$ cat src/hdl/bsfe_pkg.sv
// Package for the byte-stuffed frame encoder: command record passed from
// the front end through the queue to the back end, byte codes and CRC step.
// No dependencies.
package bsfe_pkg;

	localparam logic [7:0]  SYNC_BYTE  = 8'h31;
	localparam logic [7:0]  STUFF_BYTE = 8'h30;
	localparam logic [15:0] CRC_INIT   = 16'hFFFF;

	// one command per accepted in-frame request
	typedef struct packed {
		logic        start;      // emit sync pair and length
		logic        two_len;    // v1.1: length high byte follows
		logic [15:0] len;
		logic        emit_data;
		logic [7:0]  data;
		logic        emit_crc;   // frame closes after the CRC bytes
		logic [15:0] crc;
	} cmd_t;

	// reflected CRC-CCITT (0x8408), one byte
	function automatic logic [15:0] crc_step(input logic [15:0] crc, input logic [7:0] b);
		logic [7:0] d;
		d = b ^ crc[7:0];
		d = d ^ {d[3:0], 4'b0000};
		return {d, crc[15:8]} ^ {12'b0, d[7:4]} ^ {5'b0, d, 3'b000};
	endfunction

endpackage

$ cat src/hdl/byte_stuffed_frame_encoder_top.sv
// Top level of the byte-stuffed frame encoder with CRC-16/CCITT trailer.
// Uses bsfe_pkg, bsfe_front, bsfe_queue and bsfe_back.
//
// Usage:
//   Input channel (in_valid / in_stall) takes one payload request per cycle
//   unless stalled: payload_byte, frame_start, frame_end and frame_length
//   (read on starts). Output channel (out_valid / out_stall) gives the framed,
//   stuffed byte stream, one byte per cycle unless stalled, with run_last on
//   the last byte a request caused, frame_done on the final byte of a frame.
//   cfg_wr_en / cfg_wr_data write the format version (0: v1.0, 1: v1.1); write
//   only while the encoder is idle.
// Path: an accepted request is written into the command queue; its first byte
//   goes into the output register once it is at the queue head and the output is free.
// Throughput: the back end sends one byte per cycle while out_stall is low;
//   a request produces 1 byte for a plain payload byte, 2 if it is stuffed,
//   up to 12 for a single-byte v1.1 frame with all but the sync pair stuffed.
//   Requests outside a frame with no start produce nothing and are not
//   queued. The output byte rate is set by the back end.
// Reset: clears the queue, the output valid, frame state (idle), CRC (0xFFFF)
//   and the format version (v1.0).
// Stall: out_stall holds the output register; the command queue keeps
//   taking requests until it is full, then in_stall rises.
module byte_stuffed_frame_encoder_top #(
	parameter int QUEUE_DEPTH = 4
) (
	input  logic        clk,
	input  logic        arst_n,
	// config
	input  logic        cfg_wr_en,
	input  logic        cfg_wr_data,
	// request channel
	input  logic        in_valid,
	output logic        in_stall,
	input  logic [7:0]  payload_byte,
	input  logic        frame_start,
	input  logic        frame_end,
	input  logic [15:0] frame_length,
	// byte stream
	output logic        out_valid,
	input  logic        out_stall,
	output logic [7:0]  out_byte,
	output logic        run_last,
	output logic        frame_done
);

	logic            q_full;
	logic            q_push;
	bsfe_pkg::cmd_t  q_wr_data;
	logic            q_pop;
	logic            q_head_valid;
	bsfe_pkg::cmd_t  q_head;

	// front: frame tracking and CRC, one command per in-frame request
	bsfe_front u_front (
		.clk          (clk),
		.arst_n       (arst_n),
		.cfg_wr_en    (cfg_wr_en),
		.cfg_wr_data  (cfg_wr_data),
		.in_valid     (in_valid),
		.in_stall     (in_stall),
		.payload_byte (payload_byte),
		.frame_start  (frame_start),
		.frame_end    (frame_end),
		.frame_length (frame_length),
		.q_full       (q_full),
		.q_push       (q_push),
		.q_data       (q_wr_data)
	);

	// decouples request acceptance from byte emission
	bsfe_queue #(
		.DEPTH (QUEUE_DEPTH)
	) u_queue (
		.clk        (clk),
		.arst_n     (arst_n),
		.push       (q_push),
		.wr_data    (q_wr_data),
		.full       (q_full),
		.pop        (q_pop),
		.head_valid (q_head_valid),
		.head       (q_head)
	);

	// back: byte sequencing, stuffing and output register
	bsfe_back u_back (
		.clk        (clk),
		.arst_n     (arst_n),
		.head_valid (q_head_valid),
		.head       (q_head),
		.pop        (q_pop),
		.out_valid  (out_valid),
		.out_stall  (out_stall),
		.out_byte   (out_byte),
		.run_last   (run_last),
		.frame_done (frame_done)
	);

endmodule

$ cat src/hdl/bsfe_front.sv
// Front end of the frame encoder: accepts requests, tracks frame state and
// running CRC, and builds one command per in-frame request. Uses bsfe_pkg.
module bsfe_front (
	input  logic              clk,
	input  logic              arst_n,
	input  logic              cfg_wr_en,
	input  logic              cfg_wr_data,
	input  logic              in_valid,
	output logic              in_stall,
	input  logic [7:0]        payload_byte,
	input  logic              frame_start,
	input  logic              frame_end,
	input  logic [15:0]       frame_length,
	input  logic              q_full,
	output logic              q_push,
	output bsfe_pkg::cmd_t    q_data
);

	logic        version_q;
	logic        in_frame_q;
	logic [15:0] crc_q;
	logic        accept;
	logic        empty_frame;
	logic [15:0] base_crc;
	logic [15:0] new_crc;
	logic        closes;

	assign in_stall    = q_full;
	assign accept      = in_valid && !q_full;
	assign empty_frame = frame_start && (frame_length == 16'd0);
	assign base_crc    = frame_start ? bsfe_pkg::CRC_INIT : crc_q;
	assign new_crc     = bsfe_pkg::crc_step(base_crc, payload_byte);
	assign closes      = empty_frame || frame_end;

	always_comb begin
		q_data.start     = frame_start;
		q_data.two_len   = version_q;
		q_data.len       = frame_length;
		q_data.emit_data = !empty_frame;
		q_data.data      = payload_byte;
		q_data.emit_crc  = closes;
		q_data.crc       = empty_frame ? bsfe_pkg::CRC_INIT : new_crc;
	end

	// idle items without a start produce nothing
	assign q_push = accept && (frame_start || in_frame_q);

	always_ff @(posedge clk or negedge arst_n) begin
		if (!arst_n) begin
			version_q  <= 1'b0;
			in_frame_q <= 1'b0;
			crc_q      <= bsfe_pkg::CRC_INIT;
		end else begin
			if (cfg_wr_en) begin
				version_q <= cfg_wr_data;
			end
			if (q_push) begin
				if (closes) begin
					in_frame_q <= 1'b0;
					crc_q      <= bsfe_pkg::CRC_INIT;
				end else begin
					in_frame_q <= 1'b1;
					crc_q      <= new_crc;
				end
			end
		end
	end

endmodule

$ cat src/hdl/bsfe_queue.sv
// Small command queue between front and back end of the frame encoder.
// Register-based ring with head read out directly. Uses bsfe_pkg.
module bsfe_queue #(
	parameter int DEPTH = 4
) (
	input  logic              clk,
	input  logic              arst_n,
	input  logic              push,
	input  bsfe_pkg::cmd_t    wr_data,
	output logic              full,
	input  logic              pop,
	output logic              head_valid,
	output bsfe_pkg::cmd_t    head
);

	localparam int AW = (DEPTH > 1) ? $clog2(DEPTH) : 1;
	localparam int CW = $clog2(DEPTH + 1);
	localparam logic [AW-1:0] LAST_PTR = AW'(DEPTH - 1);
	localparam logic [CW-1:0] FULL_CNT = CW'(DEPTH);

	bsfe_pkg::cmd_t  entry_q [DEPTH];
	logic [AW-1:0]   wr_ptr_q;
	logic [AW-1:0]   rd_ptr_q;
	logic [CW-1:0]   count_q;
	logic            do_pop;

	assign full       = (count_q == FULL_CNT);
	assign head_valid = (count_q != '0);
	assign head       = entry_q[rd_ptr_q];
	assign do_pop     = pop && head_valid;

	always_ff @(posedge clk) begin
		if (push) begin
			entry_q[wr_ptr_q] <= wr_data;
		end
	end

	always_ff @(posedge clk or negedge arst_n) begin
		if (!arst_n) begin
			wr_ptr_q <= '0;
			rd_ptr_q <= '0;
			count_q  <= '0;
		end else begin
			if (push) begin
				wr_ptr_q <= (wr_ptr_q == LAST_PTR) ? '0 : wr_ptr_q + 1'b1;
			end
			if (do_pop) begin
				rd_ptr_q <= (rd_ptr_q == LAST_PTR) ? '0 : rd_ptr_q + 1'b1;
			end
			if (push && !do_pop) begin
				count_q <= count_q + 1'b1;
			end else if (do_pop && !push) begin
				count_q <= count_q - 1'b1;
			end
		end
	end

endmodule

$ cat src/hdl/bsfe_back.sv
// Back end of the frame encoder: walks the head command through its byte
// phases, inserts stuff bytes, and drives the output register. Uses bsfe_pkg.
module bsfe_back (
	input  logic              clk,
	input  logic              arst_n,
	input  logic              head_valid,
	input  bsfe_pkg::cmd_t    head,
	output logic              pop,
	output logic              out_valid,
	input  logic              out_stall,
	output logic [7:0]        out_byte,
	output logic              run_last,
	output logic              frame_done
);

	localparam logic [2:0] PH_SYNC0  = 3'd0;
	localparam logic [2:0] PH_SYNC1  = 3'd1;
	localparam logic [2:0] PH_LEN_LO = 3'd2;
	localparam logic [2:0] PH_LEN_HI = 3'd3;
	localparam logic [2:0] PH_DATA   = 3'd4;
	localparam logic [2:0] PH_CRC_LO = 3'd5;
	localparam logic [2:0] PH_CRC_HI = 3'd6;

	logic       out_valid_q;
	logic       started_q;
	logic       stuff_q;
	logic [2:0] phase_q;

	logic [6:0] mask;
	logic [6:0] above;
	logic [2:0] first_ph;
	logic [2:0] cur_ph;
	logic [2:0] nxt_ph;
	logic       has_next;
	logic [7:0] ph_byte;
	logic       need_stuff;
	logic       adv;
	logic       emit;
	logic [7:0] emit_byte;
	logic       emit_last;

	assign mask = {head.emit_crc, head.emit_crc, head.emit_data,
		head.start && head.two_len, head.start, head.start, head.start};

	always_comb begin
		first_ph = PH_SYNC0;
		for (int i = 6; i >= 0; i--) begin
			if (mask[i]) begin
				first_ph = 3'(i);
			end
		end
	end

	assign cur_ph = started_q ? phase_q : first_ph;

	always_comb begin
		nxt_ph   = PH_SYNC0;
		has_next = 1'b0;
		for (int i = 0; i < 7; i++) begin
			above[i] = mask[i] && (3'(i) > cur_ph);
		end
		for (int i = 6; i >= 0; i--) begin
			if (above[i]) begin
				nxt_ph   = 3'(i);
				has_next = 1'b1;
			end
		end
	end

	always_comb begin
		case (cur_ph)
			PH_SYNC0:  ph_byte = bsfe_pkg::SYNC_BYTE;
			PH_SYNC1:  ph_byte = bsfe_pkg::SYNC_BYTE;
			PH_LEN_LO: ph_byte = head.len[7:0];
			PH_LEN_HI: ph_byte = head.len[15:8];
			PH_DATA:   ph_byte = head.data;
			PH_CRC_LO: ph_byte = head.crc[7:0];
			PH_CRC_HI: ph_byte = head.crc[15:8];
			default:   ph_byte = head.data;
		endcase
	end

	// sync pair is never stuffed
	assign need_stuff = (ph_byte == bsfe_pkg::SYNC_BYTE) && (cur_ph >= PH_LEN_LO);

	assign adv  = !out_valid_q || !out_stall;
	assign emit = adv && head_valid;

	always_comb begin
		if (stuff_q) begin
			emit_byte = bsfe_pkg::STUFF_BYTE;
			emit_last = !has_next;
		end else begin
			emit_byte = ph_byte;
			emit_last = !need_stuff && !has_next;
		end
	end

	assign pop = emit && emit_last;

	always_ff @(posedge clk or negedge arst_n) begin
		if (!arst_n) begin
			out_valid_q <= 1'b0;
			started_q   <= 1'b0;
			stuff_q     <= 1'b0;
			phase_q     <= PH_SYNC0;
		end else begin
			if (adv) begin
				out_valid_q <= emit;
			end
			if (emit) begin
				if (emit_last) begin
					started_q <= 1'b0;
					stuff_q   <= 1'b0;
				end else if (!stuff_q && need_stuff) begin
					started_q <= 1'b1;
					stuff_q   <= 1'b1;
					phase_q   <= cur_ph;
				end else begin
					started_q <= 1'b1;
					stuff_q   <= 1'b0;
					phase_q   <= nxt_ph;
				end
			end
		end
	end

	always_ff @(posedge clk) begin
		if (emit) begin
			out_byte   <= emit_byte;
			run_last   <= emit_last;
			frame_done <= emit_last && head.emit_crc;
		end
	end

	assign out_valid = out_valid_q;

endmodule

$ cat config.mk
export PLATFORM = sky130hd
export DESIGN_NAME = byte_stuffed_frame_encoder_top
export DESIGN_NICKNAME = d
export VERILOG_FILES = /design/src/hdl/bsfe_pkg.sv /design/src/hdl/byte_stuffed_frame_encoder_top.sv /design/src/hdl/bsfe_front.sv /design/src/hdl/bsfe_queue.sv /design/src/hdl/bsfe_back.sv
export SDC_FILE = /design/constraint.sdc
export NUM_CORES = 1
export LEC_CHECK = 0
export BUFFER_PORTS_ARGS = -buffer_cell sky130_fd_sc_hd__buf_2
export CAP_MARGIN = 25
export CELL_PAD_IN_SITES_DETAIL_PLACEMENT = 1
export CELL_PAD_IN_SITES_GLOBAL_PLACEMENT = 2
export CORE_UTILIZATION = 42
export DETAILED_ROUTE_END_ITERATION = 16
export GPL_TIMING_DRIVEN = 0
export PLACE_DENSITY_LB_ADDON = 0.1
export SYNTH_ARGS = -nofsm -noshare
export SYNTH_HDL_FRONTEND = slang
export SYNTH_HIERARCHICAL = 1
export SYNTH_SLANG_ARGS = --single-unit
$ cat constraint.sdc
create_clock -name clk -period 4.3 [get_ports clk]
set_input_delay 0.645 -clock clk [delete_from_list [all_inputs] [get_ports clk]]
set_output_delay 0.645 -clock clk [all_outputs]
set_load 0.01 [all_outputs]
==> results of run 1 <==
-- routing by layer --
layer	global-route usage (%)	share of wire, %
met1	28.7	46
met5	0	0
met2	33.4	48
met3	2.67	3.9
met4	4.62	1.6
-- through the flow --
stage	power [W]	hold WS [ps]	std cells	util (%)
finish	0.00860	239	976	50.0
global route	0.00906	288	976	50.0
CTS	0.00867	269	973	49.9
detailed placement	0.00637	469	915	45.6
global placement	0.00624	467	911	45.2
floorplan	0.00536	349	583	-
-- registers in the layout, indices dropped and copies added (netlist names) --
name,count
u_front/in_frame_q,1
u_back/out_byte,8
u_front/crc_q,16
u_back/stuff_q,1
u_back/run_last,1
u_queue/wr_ptr_q,2
u_back/out_valid,1
u_back/phase_q,3
u_queue/count_q,3
u_queue/rd_ptr_q,2
u_queue/entry_q,176
u_back/started_q,1
u_front/version_q,1
u_back/frame_done,1
-- power by group through the flow --
stage	combinational [W]	sequential, W	clock, W
after floorplan	0.00219	0.00317	0
after global placement	0.00307	0.00317	0
after detailed placement	0.00318	0.00319	0
after CTS	0.00347	0.00315	0.00205
after global routing	0.00375	0.00318	0.00213
final	0.00345	0.00314	0.00201
-- cell families (layout without fill, tap and decap cells) --
kind of cell               count (synthesis)  after routing  synth area share, %
buffers and inverters                     68            176                 4.83
DFF                                      217            217                 66.3
muxes                                     51             51                 11.3
and+or+nand+nor                          123            123                 6.72
xor gates and xnor gates                  35             35                 4.18
adders and majority gates                  7              7                0.988
AOI/OAI and AO/OA                         82             82                 5.70
-- worst reg2reg max path, cell delays in order (launching register included) --
cell and delay [ps]:
dfrtp_1 400, buf_12 150, buf_12 100, mux4_2 560, nor4b_4 410, nor2_4 140, mux2i_4 220, a211o_1 340
a2111oi_2 330, and4_1 240, buf_6 110, nor2b_4 40, and2_4 160, nand2_4 90, ha_4 140, inv_2 40
fa_2 330, xor2_1 150, nor2_1 120, xor2_1 150
-- what timing repair did --
item,4_1_cts,5_1_grt
gates resized for setup,27,0
pin swaps,11,9
setup buffers,13,3
endpoints found under the setup margin,3,2
-- path summary, 6_finish.rpt --
path | startpoint | end | cells past startpoint
max in group asynchronous | arst_n | u_queue/count_q[0] | 1
min in group clk | cfg_wr_data | u_front/version_q | 2
max | u_queue/rd_ptr_q[0] | u_queue/count_q[2] | 19
min reg2reg | u_front/in_frame_q | u_front/in_frame_q | 2
min | arst_n | u_back/started_q | 1
max reg2reg | u_queue/rd_ptr_q[0] | u_queue/count_q[2] | 19
-- cells in the final DEF, fill, tap and decap left out, types with 4 or more instances in the layout --
cell,netlist,layout
ha_1,6,5
a31oi_1,13,13
buf_2,10,50
nor2_2,4,4
buf_4,31,48
mux4_1,6,5
clkbuf_1,3,9
inv_1,15,14
and2_1,9,4
mux4_2,38,39
xor2_1,8,8
xnor3_1,7,7
xnor2_1,20,20
o21ai_0,20,19
or3_1,4,4
nand2_1,29,29
clkbuf_16,0,25
dfstp_2,16,16
mux2_2,4,4
dfrtp_1,15,15
o22a_1,4,4
a21oi_1,10,9
nand3_1,4,4
clkinv_2,0,5
nor3_1,4,4
edfxtp_1,186,186
buf_12,4,8
nand2b_1,9,9
nor2_1,36,36
and2_2,0,4
o22ai_1,7,6
-- final cells by class --
class / instances / area (um^2) / area share [%]
Inverter: 16 / 60.1 / 0.532
Multi-Input combinational cell: 298 / 2860 / 25.4
Sequential cell: 217 / 6380 / 56.5
Clock buffer: 34 / 689 / 6.11
Timing Repair Buffer: 63 / 423 / 3.75
Tap cell: 285 / 357 / 3.16
Buffer: 52 / 429 / 3.80
Clock inverter: 11 / 85.1 / 0.754
==> impl_metrics.yaml, run 1 <==
critical_path:
  end_kind: "register"
  r2r_slack_ps: 8
  required_ps: 4740
  crit_type: "reg2reg"
  startpoint_type: "register"
  slowest_stage: "mux4_2"
  cp_max_fo: 6
  critPathMaxStageDelay_ps: 550
  path_buf_inv: 4
  arrival_ps: 4730
  path_cells: "buf_12 > buf_12 > mux4_2 > nor4b_4 > nor2_4 > mux2i_4 > a211o_1 > a2111oi_2 > and4_1 > buf_6 > nor2b_4 > and2_4 > nand2_4 > ha_4 > inv_2 > fa_2 > xor2_1 > nor2_1 > xor2_1"
  crit_family: "simple AND/OR/NAND/NOR gates"
yosys:
  synth.most_common_cell: "edfxtp_1"
  syn_area_per_cell_um2: 16.5
  yosys-top-cells-count: "edfxtp_1, mux4_2, nor2_1"
  synth_area_leaders: "edfxtp_1, mux4_2, dfstp_2, dfrtp_1, buf_4"
  ys_seq_elements: 217
  synthCells: 583
  synth_edf_count: 186
  ys_types: 72
  async_reset_ff_share_pct: 14.3
  synth_warnings: 6
  syn_nets: 622
  netlist_area_um2: 9630
  synth_top_cell_by_area: "edfxtp_1"
  synth_top_area_share_pct: 58.0
  synth-main-ff-cell: "edfxtp_1"
  ys_seq_area_share_pct: 66.3
outcome:
  violations: "design-rule violations"
  status: "finished with violations"
die:
  core_um2: 22600
  die_w_um: 153
  rows: 55
  initial_core_util_pct: 42.7
  fp.dieH_um: 153
  ios: 44
  die-area_um2: 23500
detailed_routing:
  drt-wirelength-per-cell_um: 23.6
  drt_wl_total_um: 23000
  num_vias: 5332
  first_pass_iters: 11
  drtIter0Drc: 326
  drcViolationCount: 2
  via_per_inst: 5.46
  ant_nets: 0
final_layout:
  drive_gt1_share_pct: 34.2
  fin_area_um2: 11300
  finalNetCount: 712
  n_fill_cell: 2176
  area_delta_synth_final_pct: 17.2
  n_antenna_cell: 0
sta:
  max_freq_ghz: 0.233
  finalHoldViolCount: 0
  finalSetupViolCount: 0
  fin_crit_sh_pct: 99.8
  rsz0062_at_grt: "true"
  fin_ws_ps: 8.43
  period_needed_ps: 4290
  tightest_slew_ps: 900
  drv_slew: 0
  skew_ps: 18.4
  relSlewSlack_pct: 40.0
  fin_setup_tns_ps: 0
global_routing:
  antenna_found_initial: 0
  grt_max_degree: 32
  grt_pass1_wl_um: 35300
  grt_use_total_pct: 20.2
  grt_pass1_vias: 5767
  overflow: 0
clocking:
  root_buffer: "clkbuf_16"
  numCtsBuffers: 25
  clock_latency_ps: 520
  hold_buffers: 0
  path_clk_slew_ps: 60
  htreeDepth: 1
  cts_sinks: 217
  clock_path_buffers: 3
  cts_tree: "yes"
flow_run:
  maxCapViolCount: 0
hold_path:
  hold_class: "in2async"
power_and_ir_drop:
  p_sw_share_pct: 33.7
  vdd_drop_max_uv: 329
  power.switching_w: 0.00290
  intPower_w: 0.00571
  pwr-share-clk_pct: 23.3
  leakagePower_nw: 4.05
  power_density_nw_per_um2: 762
  combPwrFrac_pct: 40.1
  p_seq_share_pct: 36.5
placed_design:
  dp_hpwl_um: 15700
  globalplace.congestion: 0.833
  dpl_cell_area_um2: 10300
  place_ws_ps: -655
  place.port_buffers: 43
(Power assumes the default switching activity.)
==> run 2: changes to the inputs <==
Settings changed: ABC_AREA set to 1, CAP_MARGIN 25 to 20, CORE_UTILIZATION 42 to 37.
==> impl_metrics.yaml, run 2 <==
outcome:
  status: "complete, no violations"
yosys:
  ys_seq_elements: 217
  synth_area_leaders: "edfxtp_1, nand2_1, o211ai_1, inv_1, dfstp_2"
  async_reset_ff_share_pct: 14.3
  ys_types: 42
  synthCells: 1003
  synth.most_common_cell: "nand2_1"
  syn_area_per_cell_um2: 10.7
  ys_seq_area_share_pct: 59.5
  synth_warnings: 6
  netlist_area_um2: 10700
  synth-main-ff-cell: "edfxtp_1"
  synth_edf_count: 186
  synth_top_cell_by_area: "edfxtp_1"
  synth_top_area_share_pct: 52.1
  syn_nets: 1042
  yosys-top-cells-count: "nand2_1, edfxtp_1, inv_1"
placed_design:
  dp_cells: 1427
  dp_hpwl_um: 20200
  globalplace.congestion: 0.796
  place.port_buffers: 42
clocking:
  root_buffer: "clkbuf_16"
  htreeDepth: 1
  clock_path_buffers: 3
  hold_buffers: 0
  clock_latency_ps: 540
  cts_sinks: 217
  numCtsBuffers: 26
  cts_tree: "yes"
  path_clk_slew_ps: 60
power_and_ir_drop:
  power.switching_w: 0.00361
  intPower_w: 0.00540
  leakagePower_nw: 5.13
  power_density_nw_per_um2: 733
  p_total_w: 0.00902
  pwr-share-clk_pct: 23.0
  p_seq_share_pct: 34.5
  vdd_drop_max_uv: 299
  p_sw_share_pct: 40.1
  combPwrFrac_pct: 42.5
critical_path:
  critPathMaxStageDelay_ps: 410
  crit_family: "simple AND/OR/NAND/NOR gates"
  crit_type: "reg2reg"
  end_kind: "register"
  cp_max_fo: 10
  crit_top_cell: "nand2_1"
  slowest_stage: "fa_1"
  arrival_ps: 4380
  path_buf_inv: 6
  required_ps: 4720
  startpoint_type: "register"
global_routing:
  grt_pass1_vias: 7154
  antenna_found_initial: 0
  overflow: 0
  grt_max_degree: 32
  grt_use_total_pct: 20.2
  grt_pass1_wl_um: 43500
sta:
  fin_crit_sh_pct: 92.1
  drv_slew: 0
  max_freq_ghz: 0.252
  period_needed_ps: 3960
  rsz0062_at_grt: "false"
  skew_ps: 21.2
  finalSetupViolCount: 0
  tightest_slew_ps: 868
  fin_setup_tns_ps: 0
  finalHoldViolCount: 0
  relSlewSlack_pct: 42.2
detailed_routing:
  drcViolationCount: 0
  drt_wl_total_um: 28500
  drt-wirelength-per-cell_um: 19.4
  via_per_inst: 4.73
  ant_nets: 0
  drtIter0Drc: 360
  num_vias: 6970
  first_pass_iters: 4
final_layout:
  reg.largest.list: "u_queue/entry_q: 176 flops, u_front/crc_q: 16 flops, u_back/out_byte: 8 flops"
  fin_util_pct: 43.7
  final_cell_mix: "nand2_1, edfxtp_1, inv_1, o211ai_1, nor2_1"
  n_antenna_cell: 0
  largest_reg_flops: 176
  area_delta_synth_final_pct: 14.7
  regMostFlops: "u_queue/entry_q"
  n_fill_cell: 3116
  final_cells: 1474
  finalNetCount: 1117
  layout_commonest_cell: "nand2_1"
  drive_gt1_share_pct: 25.8
flow_run:
  maxCapViolCount: 0
die:
  fp.dieH_um: 172
  die-area_um2: 29700
  die_w_um: 172
  rows: 61
  core_um2: 28200
  ios: 44
  initial_core_util_pct: 38.1
hold_path:
  hold_class: "in2async"
## run 2: cell count changes after synthesis, moves of 16 or more
| cell | delta |
|---|---|
| nand2_1 | +224 |
| nand2_2 | +24 |
| buf_6 | +16 |
| mux4_2 | -38 |
| nor2_1 | +32 |
| nand3_1 | +27 |
| o21ai_0 | -16 |
| xnor2_1 | -16 |
| inv_1 | +124 |
| o211ai_2 | +17 |
| o211ai_1 | +68 |
## run 2: power groups by stage
stage | logic (W) | clock network, W | registers (W)
4_1_cts | 0.00389 | 0.00213 | 0.00312
3_3_place_gp | 0.00379 | 0 | 0.00317
2_1_floorplan | 0.00264 | 0 | 0.00315
6_report | 0.00383 | 0.00207 | 0.00311
3_5_place_dp | 0.00388 | 0 | 0.00316
5_1_grt | 0.00426 | 0.00220 | 0.00316
## run 2: final cells by class
class,instances,area [um^2],share of cell area [%]
Sequential cell,217,6380,51.9
Buffer,68,588,4.78
Multi-Input combinational cell,567,3190,25.9
Timing Repair Buffer,47,298,2.42
Tap cell,378,473,3.84
Clock inverter,17,138,1.12
Inverter,151,574,4.67
Clock buffer,29,662,5.38
## run 2: kinds of logic (layout without fill, tap and decap cells)
family	count (synthesis)	in the layout	share of synthesized area, %
flops	217	217	59.5
mux	1	1	0.105
compound gates	126	126	9.65
xor+xnor	4	4	0.327
buf+inv	219	312	10.8
fa+ha+maj	7	7	0.886
simple gates	429	429	18.7
## run 2: what timing repair did
| item | CTS | global route |
|---|---|---|
| gates resized for setup | 0 | 4 |
| hold endpoints to repair | 0 | 0 |
| buffers inserted | 0 | 1 |
| endpoints found under the setup margin | 0 | 1 |
## run 2: path summary, 6_finish.rpt
check,startpoint,endpoint,slack [ps],depth (start not counted)
max,u_queue/rd_ptr_q[1],u_queue/count_q[1],340,26
min,arst_n,u_front/version_q,220,1
max reg2reg,u_queue/rd_ptr_q[1],u_queue/count_q[1],340,26
min reg2reg,u_queue/count_q[2],u_queue/count_q[2],490,2
max in group asynchronous,arst_n,u_front/in_frame_q,3530,1
min in group clk,frame_start,u_queue/entry_q[3][43],310,1
## run 2: through the flow
| stage | area, um^2 | worst slack, ps | hold WS, ps |
|---|---|---|---|
| after floorplan | 10700 | 987 | 349 |
| after global placement | 11400 | 94.6 | 460 |
| after detailed placement | 11500 | 196 | 470 |
| after CTS | 12300 | 176 | 249 |
| after global routing | 12300 | 39.0 | 266 |
| final | 12300 | 339 | 220 |
## run 2: metal layers
metal / GRT usage (%) / vias up / routed length (um)
met3: 2.36 / 27 / 947
met2: 33.4 / 98 / 13400
li1: - / 3452 / -
met4: 3.85 / 0 / 447
met1: 28.5 / 3393 / 13700
met5: 0 / - / 0
==> run 3: changes to the inputs <==
==> constraint.sdc (replaced) <==
create_clock -name clk -period 4.3 [get_ports clk]
set_input_delay 0.215 -clock clk [delete_from_list [all_inputs] [get_ports clk]]
set_output_delay 0.215 -clock clk [all_outputs]
set_load 0.01 [all_outputs]
==> impl_metrics.yaml, run 3 (synthesis gave the netlist of run 2 again) <==
critical_path:
  startpoint_type: "register"
  cp_max_fo: 10
  crit_type: "reg2reg"
  crit_family: "simple AND/OR/NAND/NOR gates"
  end_kind: "register"
  crit_top_cell: "nand2_1"
  slowest_stage: "fa_1"
  path_buf_inv: 6
  cp.depth: 26
  reg2reg_depth: 26
  required_ps: 4720
  critPathMaxStageDelay_ps: 410
  arrival_ps: 4390
placed_design:
  globalplace.congestion: 0.796
  place.port_buffers: 42
  place_ws_ps: 196
  dp_hpwl_um: 20200
  dp_cells: 1427
final_layout:
  area_delta_synth_final_pct: 16.6
  drive_gt1_share_pct: 25.3
  final_cells: 1495
  reg.largest.list: "u_queue/entry_q: 176 flops, u_front/crc_q: 16 flops, u_back/out_byte: 8 flops"
  largest_reg_flops: 176
  final_cell_mix: "nand2_1, edfxtp_1, inv_1, o211ai_1, nor2_1"
  n_antenna_cell: 0
  layout_commonest_cell: "nand2_1"
  regMostFlops: "u_queue/entry_q"
  finalNetCount: 1138
clocking:
  clock_path_buffers: 3
  numCtsBuffers: 26
  cts_sinks: 217
  cts_tree: "yes"
  path_clk_slew_ps: 60
  htreeDepth: 1
  clock_latency_ps: 540
  root_buffer: "clkbuf_16"
power_and_ir_drop:
  vdd_drop_max_uv: 299
  p_total_w: 0.00903
  power_density_nw_per_um2: 722
  leakagePower_nw: 5.22
detailed_routing:
  drt_wl_total_um: 28800
  drtIter0Drc: 341
  first_pass_iters: 4
  drt-wirelength-per-cell_um: 19.2
  ant_nets: 0
  num_vias: 7058
  drcViolationCount: 0
  via_per_inst: 4.72
global_routing:
  grt_max_degree: 32
  antenna_found_initial: 0
  grt_use_total_pct: 20.3
  grt_pass1_vias: 7241
  grt_pass1_wl_um: 43800
  overflow: 0
die:
  fp.dieH_um: 172
  rows: 61
  die-area_um2: 29700
  ios: 44
  initial_core_util_pct: 38.1
  die_w_um: 172
  core_um2: 28200
hold_path:
  hold_class: "in2reg"
  holdPathStages: 2
sta:
  skew_ps: 20.7
  fin_ws_ps: 333
  max_freq_ghz: 0.252
  relSlewSlack_pct: 42.4
  finalHoldViolCount: 0
  drv_slew: 0
  tightest_slew_ps: 865
  fin_setup_tns_ps: 0
  finalSetupViolCount: 0
  fin_crit_sh_pct: 92.3
  rsz0062_at_grt: "false"
  period_needed_ps: 3970
flow_run:
  maxCapViolCount: 0
outcome:
  status: "complete, no violations"
==> run 3: cell types whose count changed in the layout (fill, tap and decap cells not counted), sizes merged <==
| cell | before | now |
|---|---|---|
| dlygate4sd3 | 0 | 21 |
==> run 3: worst paths after layout <==
kind                                      from  slack (ps)                      to
max                        u_queue/rd_ptr_q[1]         330      u_queue/count_q[1]
min                            frame_length[2]          20  u_queue/entry_q[0][28]
max in group asynchronous               arst_n        3410      u_front/in_frame_q
min in group asynchronous               arst_n         340       u_front/version_q
min reg2reg                 u_queue/count_q[2]         490      u_queue/count_q[2]
max reg2reg                u_queue/rd_ptr_q[1]         330      u_queue/count_q[1]
==> run 3: worst reg2reg max path, cell delays in order, from the launching register on <==
cell	delay (ps)
dfrtp_1	390
buf_4	190
inv_4	140
buf_4	240
o211ai_1	130
nand2_1	160
inv_2	90
nor2_2	140
nand2_4	90
nand2_4	80
buf_12	130
nor2_2	70
nand2_1	80
nand2_1	60
nor2_1	230
nand2_1	110
o21ai_2	110
nor2_4	70
nand3_4	140
nand2_4	80
nor2_1	180
nand2_1	130
ha_1	220
inv_1	90
fa_1	420
nand2_1	80
nand2_1	40
==> run 3: what timing repair did <==
item                                   4_1_cts  5_1_grt
setup endpoints to repair                    0        1
hold buffers                                21        0
buffers inserted                             0        1
gates resized for setup                      0        4
endpoints found under the hold margin       83        0
==> run 3: area by class of cell <==
type / count / area [um^2]
tap: 378 / 473
multi-input combinational: 567 / 3190
fill: 3102 / 15700
buffer: 68 / 588
timing repair buffer: 68 / 508
clock buffer: 29 / 662
sequential: 217 / 6380
clock inverter: 17 / 138
inverter: 151 / 574
==> run 3: where the power goes <==
group	switching, W	internal [W]	total, W
clock network	0.000852	0.00122	0.00207
registers	0.000175	0.00294	0.00311
logic	0.00259	0.00126	0.00385
total	0.00362	0.00542	0.00903
==> run 3: metal layers <==
metal  global-route usage, %  wire length [um]  share of wire [%]  up-vias
li1                        -                 -                  -     3492
met1                    28.5             13700                 48     3435
met2                    33.9             13600                 47      104
met3                    2.36              1020                3.5       27
met4                    3.85               447                1.6        0
met5                       0                 0                  0        -
==> run 3: metrics by stage <==
step | hold WS (ps) | util, % | area [um^2]
2_1_floorplan | -80.6 | - | 10700
5_1_grt | 24.4 | 44.4 | 12500
3_3_place_gp | 381 | 40.5 | 11400
3_5_place_dp | 375 | 40.8 | 11500
4_1_cts | 6.18 | 44.4 | 12500
6_report | 24.2 | 44.4 | 12500
